File: config.mk
export PLATFORM = sky130hd
export DESIGN_NAME = im2col_tap_address_generator_top
export DESIGN_NICKNAME = d
export VERILOG_FILES = /design/src/itag_pkg.sv /design/src/itag_cfg.sv /design/src/itag_ctrl.sv /design/src/itag_dp.sv /design/src/im2col_tap_address_generator_top.sv
export SDC_FILE = /design/constraint.sdc
export NUM_CORES = 2
export LEC_CHECK = 0
export BUFFER_PORTS_ARGS = -buffer_cell sky130_fd_sc_hd__buf_2
export CAP_MARGIN = 30
export CELL_PAD_IN_SITES_DETAIL_PLACEMENT = 1
export CELL_PAD_IN_SITES_GLOBAL_PLACEMENT = 1
export CORE_ASPECT_RATIO = 1.4
export CORE_MARGIN = 3
export CORE_UTILIZATION = 35
export DETAILED_ROUTE_END_ITERATION = 12
export HOLD_SLACK_MARGIN = 0.12
export PLACE_DENSITY = 0.7
export SLEW_MARGIN = 5
export SYNTH_ARGS = -nofsm -noshare
export SYNTH_HDL_FRONTEND = slang
export SYNTH_SLANG_ARGS = --single-unit
File: constraint.sdc
create_clock -name clk -period 10.2 [get_ports clk]
set_input_delay 0.51 -clock clk [delete_from_list [all_inputs] [get_ports clk]]
set_output_delay 0.51 -clock clk [all_outputs]
set_load 0.01 [all_outputs]
File: src/itag_pkg.sv
// Shared types and constants of the im2col tap address generator.
// Holds the register map, the controller states and the controller/datapath interface.
// Depends on nothing; every other file of the block imports it.
package itag_pkg;

	localparam int POS_W  = 20;
	localparam int CFG_W  = 11;
	localparam int IDX_W  = 4;
	localparam int KDIM_W = 4;
	localparam int PAD_W  = 3;
	localparam int SRC_W  = 30;
	localparam int DST_W  = 16;

	localparam int STRIDE_H_DEF   = 1;
	localparam int STRIDE_W_DEF   = 1;
	localparam int MAX_KERNEL_DEF = 8;

	typedef enum logic [IDX_W-1:0] {
		REG_IN_HEIGHT = 4'd0,
		REG_IN_WIDTH  = 4'd1,
		REG_CHANNELS  = 4'd2,
		REG_KERNEL_H  = 4'd3,
		REG_KERNEL_W  = 4'd4,
		REG_PAD_TOP   = 4'd5,
		REG_LEFT_PAD  = 4'd6,
		REG_OUT_WIDTH = 4'd7
	} reg_idx_t;

	typedef struct packed {
		logic [CFG_W-1:0]  in_height;
		logic [CFG_W-1:0]  in_width;
		logic [CFG_W-1:0]  channels;
		logic [KDIM_W-1:0] kernel_h;
		logic [KDIM_W-1:0] kernel_w;
		logic [PAD_W-1:0]  pad_top;
		logic [PAD_W-1:0]  left_pad;
		logic [CFG_W-1:0]  out_width;
	} cfg_t;

	typedef enum logic [2:0] {
		ST_IDLE,
		ST_DIV,
		ST_ORIGIN,
		ST_ROW,
		ST_BASE,
		ST_EMIT
	} state_t;

	typedef struct packed {
		logic div_start;
		logic div_step;
		logic origin_calc;
		logic row_calc;
		logic base_calc;
		logic tap_load;
	} cmd_t;

	typedef struct packed {
		logic div_done;
		logic kernel_zero;
		logic tap_last;
		logic out_free;
	} status_t;

endpackage

File: src/itag_cfg.sv
// Configuration register file of the im2col tap address generator.
// Depends on itag_pkg for the register map and the cfg_t bundle.
module itag_cfg (
	input  logic                         clk,
	input  logic                         arst_n,
	input  logic                         cfg_valid,
	output logic                         cfg_ready,
	input  logic [itag_pkg::IDX_W-1:0]   cfg_index,
	input  logic [itag_pkg::CFG_W-1:0]   cfg_data,
	output itag_pkg::cfg_t               cfg
);
	import itag_pkg::*;

	cfg_t cfg_q;

	// Writes are always taken; indexes beyond the map fall into the default arm.
	assign cfg_ready = 1'b1;
	assign cfg       = cfg_q;

	always_ff @(posedge clk or negedge arst_n) begin
		if (!arst_n) begin
			cfg_q.in_height <= CFG_W'(1);
			cfg_q.in_width  <= CFG_W'(1);
			cfg_q.channels  <= CFG_W'(1);
			cfg_q.kernel_h  <= KDIM_W'(1);
			cfg_q.kernel_w  <= KDIM_W'(1);
			cfg_q.pad_top   <= '0;
			cfg_q.left_pad  <= '0;
			cfg_q.out_width <= CFG_W'(1);
		end else if (cfg_valid && cfg_ready) begin
			case (reg_idx_t'(cfg_index))
				REG_IN_HEIGHT: cfg_q.in_height <= cfg_data;
				REG_IN_WIDTH:  cfg_q.in_width  <= cfg_data;
				REG_CHANNELS:  cfg_q.channels  <= cfg_data;
				REG_KERNEL_H:  cfg_q.kernel_h  <= cfg_data[KDIM_W-1:0];
				REG_KERNEL_W:  cfg_q.kernel_w  <= cfg_data[KDIM_W-1:0];
				REG_PAD_TOP:   cfg_q.pad_top   <= cfg_data[PAD_W-1:0];
				REG_LEFT_PAD:  cfg_q.left_pad  <= cfg_data[PAD_W-1:0];
				REG_OUT_WIDTH: cfg_q.out_width <= cfg_data;
				default: begin
				end
			endcase
		end
	end

endmodule

File: src/itag_ctrl.sv
// Sequencing state machine of the im2col tap address generator.
// Depends on itag_pkg for state_t, cmd_t and status_t.
module itag_ctrl (
	input  logic                clk,
	input  logic                arst_n,
	input  logic                in_valid,
	output logic                in_stall,
	input  itag_pkg::status_t   status,
	output itag_pkg::cmd_t      cmd
);
	import itag_pkg::*;

	state_t state_q;
	state_t state_next;

	always_comb begin
		state_next = state_q;
		case (state_q)
			ST_IDLE: begin
				if (in_valid) begin
					state_next = ST_DIV;
				end
			end
			ST_DIV: begin
				if (status.div_done) begin
					state_next = ST_ORIGIN;
				end
			end
			ST_ORIGIN: begin
				state_next = ST_ROW;
			end
			ST_ROW: begin
				state_next = ST_BASE;
			end
			ST_BASE: begin
				state_next = status.kernel_zero ? ST_IDLE : ST_EMIT;
			end
			ST_EMIT: begin
				if (status.out_free && status.tap_last) begin
					state_next = ST_IDLE;
				end
			end
			default: begin
				state_next = ST_IDLE;
			end
		endcase
	end

	always_comb begin
		cmd      = '0;
		in_stall = 1'b1;
		case (state_q)
			ST_IDLE: begin
				in_stall      = 1'b0;
				cmd.div_start = in_valid;
			end
			ST_DIV: begin
				cmd.div_step = 1'b1;
			end
			ST_ORIGIN: begin
				cmd.origin_calc = 1'b1;
			end
			ST_ROW: begin
				cmd.row_calc = 1'b1;
			end
			ST_BASE: begin
				cmd.base_calc = 1'b1;
			end
			ST_EMIT: begin
				cmd.tap_load = status.out_free;
			end
			default: begin
			end
		endcase
	end

	always_ff @(posedge clk or negedge arst_n) begin
		if (!arst_n) begin
			state_q <= ST_IDLE;
		end else begin
			state_q <= state_next;
		end
	end

endmodule

File: src/itag_dp.sv
// Datapath of the im2col tap address generator: bit-serial divider, origin and
// base-address arithmetic, incremental tap walker and the output register.
// Depends on itag_pkg for cfg_t, cmd_t, status_t and field widths.
module itag_dp #(
	parameter int STRIDE_H   = itag_pkg::STRIDE_H_DEF,
	parameter int STRIDE_W   = itag_pkg::STRIDE_W_DEF,
	parameter int MAX_KERNEL = itag_pkg::MAX_KERNEL_DEF
) (
	input  logic                         clk,
	input  logic                         arst_n,
	input  itag_pkg::cfg_t               cfg,
	input  logic [itag_pkg::POS_W-1:0]   position,
	input  itag_pkg::cmd_t               cmd,
	output itag_pkg::status_t            status,
	output logic                         out_valid,
	input  logic                         out_stall,
	output logic [itag_pkg::SRC_W-1:0]   src_offset,
	output logic [itag_pkg::DST_W-1:0]   dst_offset,
	output logic                         is_padding,
	output logic                         last
);
	import itag_pkg::*;

	localparam int SH_W   = $clog2(STRIDE_H + 1);
	localparam int SW_W   = $clog2(STRIDE_W + 1);
	localparam int RW     = POS_W + SH_W + 1;
	localparam int CW     = CFG_W + SW_W + 1;
	localparam int KCW    = $clog2(MAX_KERNEL + 1);
	localparam int DCNT_W = $clog2(POS_W);

	// Divider registers: the dividend shifts out at the top while quotient bits enter below.
	logic [POS_W-1:0]  quo_q;
	logic [CFG_W-1:0]  rem_q;
	logic [DCNT_W-1:0] dcnt_q;

	logic [CFG_W-1:0]  ow_eff;
	logic [CFG_W:0]    trial;
	logic              trial_ge;

	// Origin and base-address registers.
	logic signed [RW-1:0] r0_q;
	logic signed [CW-1:0] c0_q;
	logic [SRC_W-1:0]     wc_q;
	logic [SRC_W-1:0]     t1_q;

	logic [RW-2:0]        row_scaled;
	logic [CW-2:0]        col_scaled;
	logic [SRC_W-1:0]     r0_ext;
	logic [SRC_W-1:0]     c0_ext;

	// Tap walker registers.
	logic [KCW-1:0]       p_q;
	logic [KCW-1:0]       q_q;
	logic signed [RW-1:0] rcur_q;
	logic signed [CW-1:0] ccur_q;
	logic [SRC_W-1:0]     row_base_q;
	logic [SRC_W-1:0]     addr_q;
	logic [DST_W-1:0]     dst_q;

	logic [KCW-1:0]       kh_eff;
	logic [KCW-1:0]       kw_eff;
	logic                 col_last;
	logic                 row_last;
	logic                 tap_pad;

	logic                 out_valid_q;
	logic [SRC_W-1:0]     src_q;
	logic [DST_W-1:0]     dst_out_q;
	logic                 pad_q;
	logic                 last_q;

	assign ow_eff   = (cfg.out_width == '0) ? CFG_W'(1) : cfg.out_width;
	assign trial    = {rem_q, quo_q[POS_W-1]};
	assign trial_ge = (trial >= {1'b0, ow_eff});

	assign row_scaled = (RW-1)'(quo_q) * (RW-1)'(STRIDE_H);
	assign col_scaled = (CW-1)'(rem_q) * (CW-1)'(STRIDE_W);
	assign r0_ext     = {{(SRC_W-RW){r0_q[RW-1]}}, r0_q};
	assign c0_ext     = {{(SRC_W-CW){c0_q[CW-1]}}, c0_q};

	assign kh_eff = (cfg.kernel_h > KDIM_W'(MAX_KERNEL)) ? KCW'(MAX_KERNEL)
	                                                     : KCW'(cfg.kernel_h);
	assign kw_eff = (cfg.kernel_w > KDIM_W'(MAX_KERNEL)) ? KCW'(MAX_KERNEL)
	                                                     : KCW'(cfg.kernel_w);
	assign col_last = (q_q == kw_eff - KCW'(1));
	assign row_last = (p_q == kh_eff - KCW'(1));

	// A tap is padding when its source row or column is negative or past the input edge.
	assign tap_pad = rcur_q[RW-1] || ccur_q[CW-1]
	                 || (rcur_q[RW-2:0] >= (RW-1)'(cfg.in_height))
	                 || (ccur_q[CW-2:0] >= (CW-1)'(cfg.in_width));

	assign status.div_done    = (dcnt_q == DCNT_W'(POS_W - 1));
	assign status.kernel_zero = (kh_eff == '0) || (kw_eff == '0);
	assign status.tap_last    = row_last && col_last;
	assign status.out_free    = !out_valid_q || !out_stall;

	always_ff @(posedge clk) begin
		if (cmd.div_start) begin
			quo_q  <= position;
			rem_q  <= '0;
			dcnt_q <= '0;
		end else if (cmd.div_step) begin
			quo_q  <= {quo_q[POS_W-2:0], trial_ge};
			rem_q  <= trial_ge ? CFG_W'(trial - {1'b0, ow_eff}) : trial[CFG_W-1:0];
			dcnt_q <= dcnt_q + DCNT_W'(1);
		end
	end

	always_ff @(posedge clk) begin
		if (cmd.origin_calc) begin
			r0_q <= $signed({1'b0, row_scaled}) - $signed({{(RW-PAD_W){1'b0}}, cfg.pad_top});
			c0_q <= $signed({1'b0, col_scaled}) - $signed({{(CW-PAD_W){1'b0}}, cfg.left_pad});
			wc_q <= SRC_W'(SRC_W'(cfg.in_width) * SRC_W'(cfg.channels));
		end
		if (cmd.row_calc) begin
			t1_q <= SRC_W'(r0_ext * SRC_W'(cfg.in_width)) + c0_ext;
		end
	end

	always_ff @(posedge clk) begin
		if (cmd.base_calc) begin
			p_q        <= '0;
			q_q        <= '0;
			rcur_q     <= r0_q;
			ccur_q     <= c0_q;
			row_base_q <= SRC_W'(t1_q * SRC_W'(cfg.channels));
			addr_q     <= SRC_W'(t1_q * SRC_W'(cfg.channels));
			dst_q      <= '0;
		end else if (cmd.tap_load) begin
			dst_q <= dst_q + DST_W'(cfg.channels);
			if (col_last) begin
				p_q        <= p_q + KCW'(1);
				q_q        <= '0;
				rcur_q     <= rcur_q + RW'(1);
				ccur_q     <= c0_q;
				row_base_q <= row_base_q + wc_q;
				addr_q     <= row_base_q + wc_q;
			end else begin
				q_q    <= q_q + KCW'(1);
				ccur_q <= ccur_q + CW'(1);
				addr_q <= addr_q + SRC_W'(cfg.channels);
			end
		end
	end

	always_ff @(posedge clk or negedge arst_n) begin
		if (!arst_n) begin
			out_valid_q <= 1'b0;
		end else if (cmd.tap_load) begin
			out_valid_q <= 1'b1;
		end else if (!out_stall) begin
			out_valid_q <= 1'b0;
		end
	end

	always_ff @(posedge clk) begin
		if (cmd.tap_load) begin
			src_q     <= tap_pad ? '0 : addr_q;
			dst_out_q <= dst_q;
			pad_q     <= tap_pad;
			last_q    <= row_last && col_last;
		end
	end

	assign out_valid  = out_valid_q;
	assign src_offset = src_q;
	assign dst_offset = dst_out_q;
	assign is_padding = pad_q;
	assign last       = last_q;

endmodule

File: src/im2col_tap_address_generator_top.sv
// Top level of the im2col tap address generator.
// Instantiates itag_cfg, itag_ctrl and itag_dp; depends on itag_pkg.
//
// Usage: software programs the geometry through the configuration channel
// (cfg_valid/cfg_ready, cfg_index, cfg_data) while the block is idle; cfg_ready
// is always high, and an index beyond the register map is dropped. Each input
// beat (in_valid/in_stall, position) names one linear output position. The block
// splits it into output row and column, then sends one output beat per kernel tap,
// tap row outer and tap column inner, with the HWC source offset, the offset in
// the im2col column, a padding flag and a last flag on the final tap.
// Sequence: a position first passes through the bit-serial divider, which yields
// one quotient bit per cycle over the 20-bit position; the ORIGIN, ROW and BASE
// states then form the origin, row product and base address, and the tap walker
// yields one beat per cycle while out_stall does not hold it. The first tap is
// loaded into the output register from the EMIT state that follows BASE. While
// an item is in flight in_stall stays high. When out_stall is high the held beat
// stays unchanged and the tap walker waits. The next position can be taken while
// the last tap of the previous one is still waiting in the output register.
// Reset (arst_n low) clears the state machine and the output valid, and loads
// every configuration register with its reset value.
module im2col_tap_address_generator_top #(
	parameter int STRIDE_H   = itag_pkg::STRIDE_H_DEF,
	parameter int STRIDE_W   = itag_pkg::STRIDE_W_DEF,
	parameter int MAX_KERNEL = itag_pkg::MAX_KERNEL_DEF
) (
	input  logic                         clk,
	input  logic                         arst_n,
	input  logic                         cfg_valid,
	output logic                         cfg_ready,
	input  logic [itag_pkg::IDX_W-1:0]   cfg_index,
	input  logic [itag_pkg::CFG_W-1:0]   cfg_data,
	input  logic                         in_valid,
	output logic                         in_stall,
	input  logic [itag_pkg::POS_W-1:0]   position,
	output logic                         out_valid,
	input  logic                         out_stall,
	output logic [itag_pkg::SRC_W-1:0]   src_offset,
	output logic [itag_pkg::DST_W-1:0]   dst_offset,
	output logic                         is_padding,
	output logic                         last
);
	import itag_pkg::*;

	// Register bundle, commands from the controller and status back to it.
	cfg_t    cfg;
	cmd_t    cmd;
	status_t status;

	itag_cfg u_cfg (
		.clk       (clk),
		.arst_n    (arst_n),
		.cfg_valid (cfg_valid),
		.cfg_ready (cfg_ready),
		.cfg_index (cfg_index),
		.cfg_data  (cfg_data),
		.cfg       (cfg)
	);

	// The controller only sequences; it never touches payload.
	itag_ctrl u_ctrl (
		.clk      (clk),
		.arst_n   (arst_n),
		.in_valid (in_valid),
		.in_stall (in_stall),
		.status   (status),
		.cmd      (cmd)
	);

	// The datapath holds the divider, address arithmetic and output register.
	itag_dp #(
		.STRIDE_H   (STRIDE_H),
		.STRIDE_W   (STRIDE_W),
		.MAX_KERNEL (MAX_KERNEL)
	) u_dp (
		.clk        (clk),
		.arst_n     (arst_n),
		.cfg        (cfg),
		.position   (position),
		.cmd        (cmd),
		.status     (status),
		.out_valid  (out_valid),
		.out_stall  (out_stall),
		.src_offset (src_offset),
		.dst_offset (dst_offset),
		.is_padding (is_padding),
		.last       (last)
	);

endmodule
=== Word level (Yosys, flattened, before mapping) ===
Cells that the tools add are included.

* Register bits after elaboration: 351
* Input bits: 40
* Output and inout port bits: 51
* Logic and storage cells: 130

* Add/subtract/negate cells: 14
* Multiply operators: 3
* Magnitude comparators: 5
* Eq/ne operators: 19
* Muxes and demuxes: 33
* Reductions and logical operators: 28

{| class="wikitable"
|+ Operator list
! cell !! count
|-
| 30-bit two-way mux || 6
|-
| 22-bit two-way mux || 3
|-
| 20-bit two-way mux || 2
|-
| 13-bit two-way mux || 3
|-
| 30-bit by 11-bit adder with 30-bit output || 1
|-
| 30-bit by 22-bit adder with 30-bit output || 1
|-
| 30-bit adder || 1
|-
| 21-bit by 12-bit multiplier with 30-bit output || 1
|-
| 30-bit by 11-bit multiplier with 30-bit output || 1
|-
| 12-bit by 11-bit >= comparator with 1-bit output || 2
|-
| 22-bit by 2-bit adder with 22-bit output (second input constant) || 1
|-
| 11-bit by 11-bit multiplier with 22-bit output || 1
|-
| 11-bit two-way mux || 2
|-
| 21-bit by 11-bit >= comparator with 1-bit output || 1
|-
| 20-bit by 3-bit subtractor with 21-bit output || 1
|-
| 2-bit AND reduction || 10
|-
| 3-bit case mux with 6 select lines || 1
|-
| 16-bit by 11-bit adder with 16-bit output || 1
|-
| 4-bit by 3-bit equality test with 1-bit output (second input constant) || 4
|-
| 13-bit by 2-bit adder with 13-bit output (second input constant) || 1
|-
| 4-bit logical NOT || 3
|-
| 3-bit two-way mux || 4
|-
| 4-bit two-way mux || 3
|-
| 11-bit by 3-bit subtractor with 12-bit output || 1
|-
| other kinds (22) || 47
|}

=== Longest topological paths before layout ===
* Depth in word-level cells: 8
* Mapped depth: 23

=== Hierarchy ===
Synthesis repeated with hierarchy kept, for this count alone.

* Cell total of the unflattened synthesis: 4,011
* Area total of the unflattened synthesis: 38,874.8 µm²

{| class="wikitable"
|+ By module, submodules not included
! module !! times used !! cells each !! area each (µm²) !! sequential area each (µm²)
|-
| itag_dp || 1 || 3,848 || 36,271.0 || 8,272.9
|-
| itag_cfg || 1 || 135 || 2,369.8 || 1,458.9
|-
| itag_ctrl || 1 || 28 || 234.0 || 75.1
|}

=== Worst setup path before layout ===
No wires, ideal clock.

* Kind: flip-flop to flip-flop
* Start: register u_cfg.cfg_q (netlist bit u_cfg.cfg[30])
* End: register u_dp.addr_q[28] (data pin)
* Arrival: 6,023 ps
* Required time: 9,944 ps
* Setup slack: 3,921 ps
* Cell stages (with the launch flop): 22
* Period minus slack after synthesis: 6,279 ps
* Cells stage by stage: dfrtp_1 > clkbuf_1 > clkbuf_1 > nand2_1 > fa_1 > inv_1 > fa_1 > fa_1 > fa_1 > inv_1 > fa_1 > inv_1 > ha_1 > and3_4 > and2_4 > a221o_1 > a41oi_2 > o21bai_2 > or4_1 > a31oi_1 > xnor2_1 > o211a_1

* Longest elaborated chain between the ends: 4
* Elaborated cells on any way between the ends: 5
* Those cells by class: add/sub: 1; mul: 1; mux: 3

{| class="wikitable"
|+ Ends and longest elaborated chain
! what !! RTL line !! text
|-
| start: declaration || itag_cfg.sv:14 || <nowiki>cfg_t cfg_q;</nowiki>
|-
| branches (longest 3 deep; another with 30-bit by 11-bit multiplier with 30-bit output) || - ||
|-
| 30-bit two-way mux * || itag_dp.sv:122 || <nowiki>if (cmd.base_calc) begin</nowiki>
|-
| end signal: assignment || itag_dp.sv:128 || <nowiki>addr_q <= SRC_W'(t1_q * SRC_W'(cfg.channels));</nowiki>
|-
| end signal: assignment || itag_dp.sv:138 || <nowiki>addr_q <= row_base_q + wc_q;</nowiki>
|-
| end signal: assignment || itag_dp.sv:142 || <nowiki>addr_q <= addr_q + SRC_W'(cfg.channels);</nowiki>
|-
| end: declaration || itag_dp.sv:57 || <nowiki>logic [SRC_W-1:0] addr_q;</nowiki>
|}

Every way passes the cells marked *. The select of a mux whose other input is x is not followed.
A chain may end at the register's enable or synchronous reset.

=== Worst setup path in the final report ===
* Start: register u_cfg.cfg_q (netlist bit u_cfg.cfg[31])
* End: register u_dp.addr_q[28] (data pin)

The elaborated chain is that of the path after synthesis.

==> flow_summary_export.csv <==
group,metric,value,unit
logic_synthesis,synth_cells,3963,
layout,syn2layout_area_growth,9.18,%
global_route,grt_use_total,18.6,%
placed_design,dpl_worst_slack,3310,ps
cts,cts-root-buf,"clkbuf_16",
die,core-area,0.107,sq mm
logic_synthesis,yosys-top-cells-area,"fa_1 (26%), edfxtp_1 (20%), ha_1 (8.8%)",
placed_design,gp_congestion,0.873,
logic_synthesis,synth.avg_cell_area,9.57,sq um
layout,final_cells,5452,
worst_hold_path,min_from,"position[14]",
logic_synthesis,ys.flop_type,"edfxtp_1",
setup_path,crit_top_cell,"fa_1",
logic_synthesis,yosysMostFrequentCell,"inv_1",
cts,htreeDepth,2,
setup_path,slowest_delay,770,ps
routing,drc_errors,0,
logic_synthesis,synth_nets,4771,
sta,rsz0062_at_grt,"false",
placed_design,post-place-cells,5362,
logic_synthesis,ys_top_cells_by_count,"inv_1 (646), nand2_1 (605), fa_1 (501), and2_1 (285), ha_1 (267)",
placed_design,place_hpwl,81600,microns
routing,drtAntennaViolNets,0,
logic_synthesis,ys_seq_area_share,25.9,%
logic_synthesis,yosysUniqueCellTypes,77,
sta,timing.final.crit_share,67.9,%
sta,finalHoldViolCount,0,
setup_path,required,10530,ps
logic_synthesis,synth-edff-count,248,
global_route,grt_pass1_wl,167000,microns
logic_synthesis,yosysTopAreaCellShare,26.5,%
sta,fmax,0.144,GHz
worst_hold_path,hold_class,"in -> reg",
cts,cts_tree,"done",
routing,via_per_inst,5.03,
routing,routedWlPerCell,19.1,microns
cts,worstSkewPairLatency,620,ps
layout,fillers,12404,
sta,fin_tns_setup,0,ps
setup_path,arrival,7260,ps
logic_synthesis,async_reset_ff_share,17.7,%
setup_path,cp-start-kind,"flip-flop",
die,start_util,35.3,%
global_route,grt_util_met1,21.4,%
setup_path,crit_type,"reg -> reg",
status,status,"finished, final reports clean",
die,die_h,395,microns
logic_synthesis,yosysTopAreaCell,"fa_1",
cts,clk_pin_slew,60,ps
global_route,grt-ovfl-total,0,
sta,relSlewSlack,36.3,%
global_route,top_usage_layer,"met2",
routing,drt_iter0_markers,1243,
setup_path,crit_start,"u_cfg.cfg[31]",
die,die_w,284,microns
sta,layout_setup_ws,3270,ps
sta,fin_hold_ws,159,ps
global_route,grt_max_degree,63,
sta,tightest_slew,946,ps
global_route,use_met2,36.0,%
setup_path,timing.rr.start,"u_cfg.cfg[31]",
routing,vias,27426,
job,cap_violations,0,
setup_path,path_cells,"buf_4 -> nand2_1 -> fa_1 -> inv_1 -> fa_1 -> fa_1 -> fa_1 -> inv_1 -> fa_1 -> inv_1 -> ha_1 -> and3_4 -> and2_4 -> a221o_1 -> a41oi_2 -> o21bai_2 -> or4_1 -> a31oi_1 -> xnor2_1 -> o211a_1",
routing,drt-total-wl,104000,microns
global_route,grt_pass1_vias,30743,
cts,clk_path_buf_depth,3,
routing,dr.pass1.iters,5,
logic_synthesis,syn_area,0.0379,sq mm
layout,nNetsFinal,4782,
sta,min_period,6930,ps
layout,final_layout_size_suffix_gt1_share,6.83,%
cts,cts.sinks,350,
die,dieArea,0.112,sq mm
logic_synthesis,synth-seq-cells,350,
global_route,grtUsageMet3,1.76,%
setup_path,worst_setup_path_end_kind,"flip-flop",
sta,drv_slew,0,
global_route,antenna_found_initial,3,
cts,cts_buffers,44,
sta,setup_viol,0,
setup_path,cpMaxStageDelayCell,"dfrtp_1",
die,pin_count,91,
logic_synthesis,yosysWarnings,0,
die,rows,142,
placed_design,portBuffers,89,
cts,cts_resized,0,
setup_path,worstPathMaxFanout,24,
sta,final.setup_skew,36.9,ps
[cells by family (layout without fill, tap and decap cells)]
family / after synthesis / in the layout / synth area share (%)
compound gates: 466 / 466 / 7.68
xor+xnor: 233 / 233 / 5.38
fa+ha+maj: 768 / 768 / 35.3
buf+inv: 817 / 864 / 8.10
flops: 350 / 350 / 25.9
mux: 55 / 55 / 1.60
other cells: 1 / 3 / 0.00989
simple gates: 1273 / 1273 / 16.1
[per-stage QoR]
| step | cell area, sq um | util [%] |
|---|---|---|
| global route | 41400 | 38.6 |
| floorplan | 37900 | - |
| finish | 41400 | 38.6 |
| global placement | 39900 | 37.1 |
| detailed placement | 39900 | 37.1 |
| CTS | 41300 | 38.5 |
[path summary, 6_finish.rpt]
check                           cells after the start  slack, ps                   to
worst max-delay path                               20       3270      u_dp.addr_q[28]
max in group asynchronous                           4       9240        u_cfg.cfg[47]
worst min-delay path                                3        160       u_dp.quo_q[14]
worst min register to register                      0        460  u_dp.dst_offset[15]
min in group asynchronous                           3        380       u_dp.out_valid
worst max register to register                     20       3270      u_dp.addr_q[28]
[critical path, delay by kind of cell, from the launching register on]
| kind | cells | cell delay, ps |
|---|---|---|
| fa+ha+maj | 6 | 3010 |
| flops | 1 | 770 |
| xor+xnor | 1 | 110 |
| compound gates | 5 | 1210 |
| buf+inv | 4 | 560 |
| simple gates | 4 | 970 |
[area by class of cell]
cell class	instances	area [sq um]	share of cell area (%)
diodes	2	5.00	0.0121
clock buffers	59	1210	2.92
clock inverters	23	246	0.595
inverters	647	2430	5.87
multi-input cells	2796	25100	60.6
flip-flops and latches	350	9810	23.7
well taps	1440	1800	4.35
repair buffers	135	818	1.98
[registers in the layout, summed over array words and instances, names as in the netlist, 4 cells and up]
| register | flops |
|---|---|
| u_dp.dcnt_q | 5 |
| u_dp.quo_q | 20 |
| u_dp.t1_q | 30 |
| u_dp.p_q | 4 |
| u_dp.dst_q | 16 |
| u_cfg.cfg | 58 |
| u_dp.dst_offset | 16 |
| u_dp.c0_q | 12 |
| u_dp.src_offset | 30 |
| u_dp.wc_q | 22 |
| u_dp.ccur_q | 13 |
| u_dp.addr_q | 30 |
| u_dp.r0_q | 21 |
| u_dp.rcur_q | 22 |
| u_dp.q_q | 4 |
| u_dp.row_base_q | 30 |
| u_dp.rem_q | 11 |
[layer usage]
layer  up-vias  wire length, microns
met3       177                  2710
li1      12648                     -
met2       404                 56500
met5         -                     0
met4         0                  3340
met1     14197                 41400
[what timing repair did]
item	4_1_cts	5_1_grt
hold buffers	3	1
buffers inserted	0	0
endpoints found under the hold margin	3	54
[layout by cell type (no fill, tap or decap), types with 11 or more instances in the layout]
cell       instances
inv_1            646
nand2_1          604
fa_1             501
and2_1           285
ha_1             267
edfxtp_1         248
o21ai_0          141
xnor2_1          126
nor2_1           115
xor2_1           107
a21oi_1           99
buf_2             90
nand3_1           56
dfrtp_1           55
a21o_1            49
mux2_2            44
clkbuf_16         44
buf_4             40
dfxtp_1           40
nor3_1            39
and3_1            31
nand2b_1          28
nand4_1           27
a211oi_1          24
nor2b_1           20
o21a_1            20
a31oi_1           18
or3_1             15
o21bai_1          15
o31ai_1           15
o21ai_1           14
nor4_1            14
mux2i_1           11
Power is not shown: default switching activity piles up to over one toggle a cycle in this logic, so the estimate is an artifact.
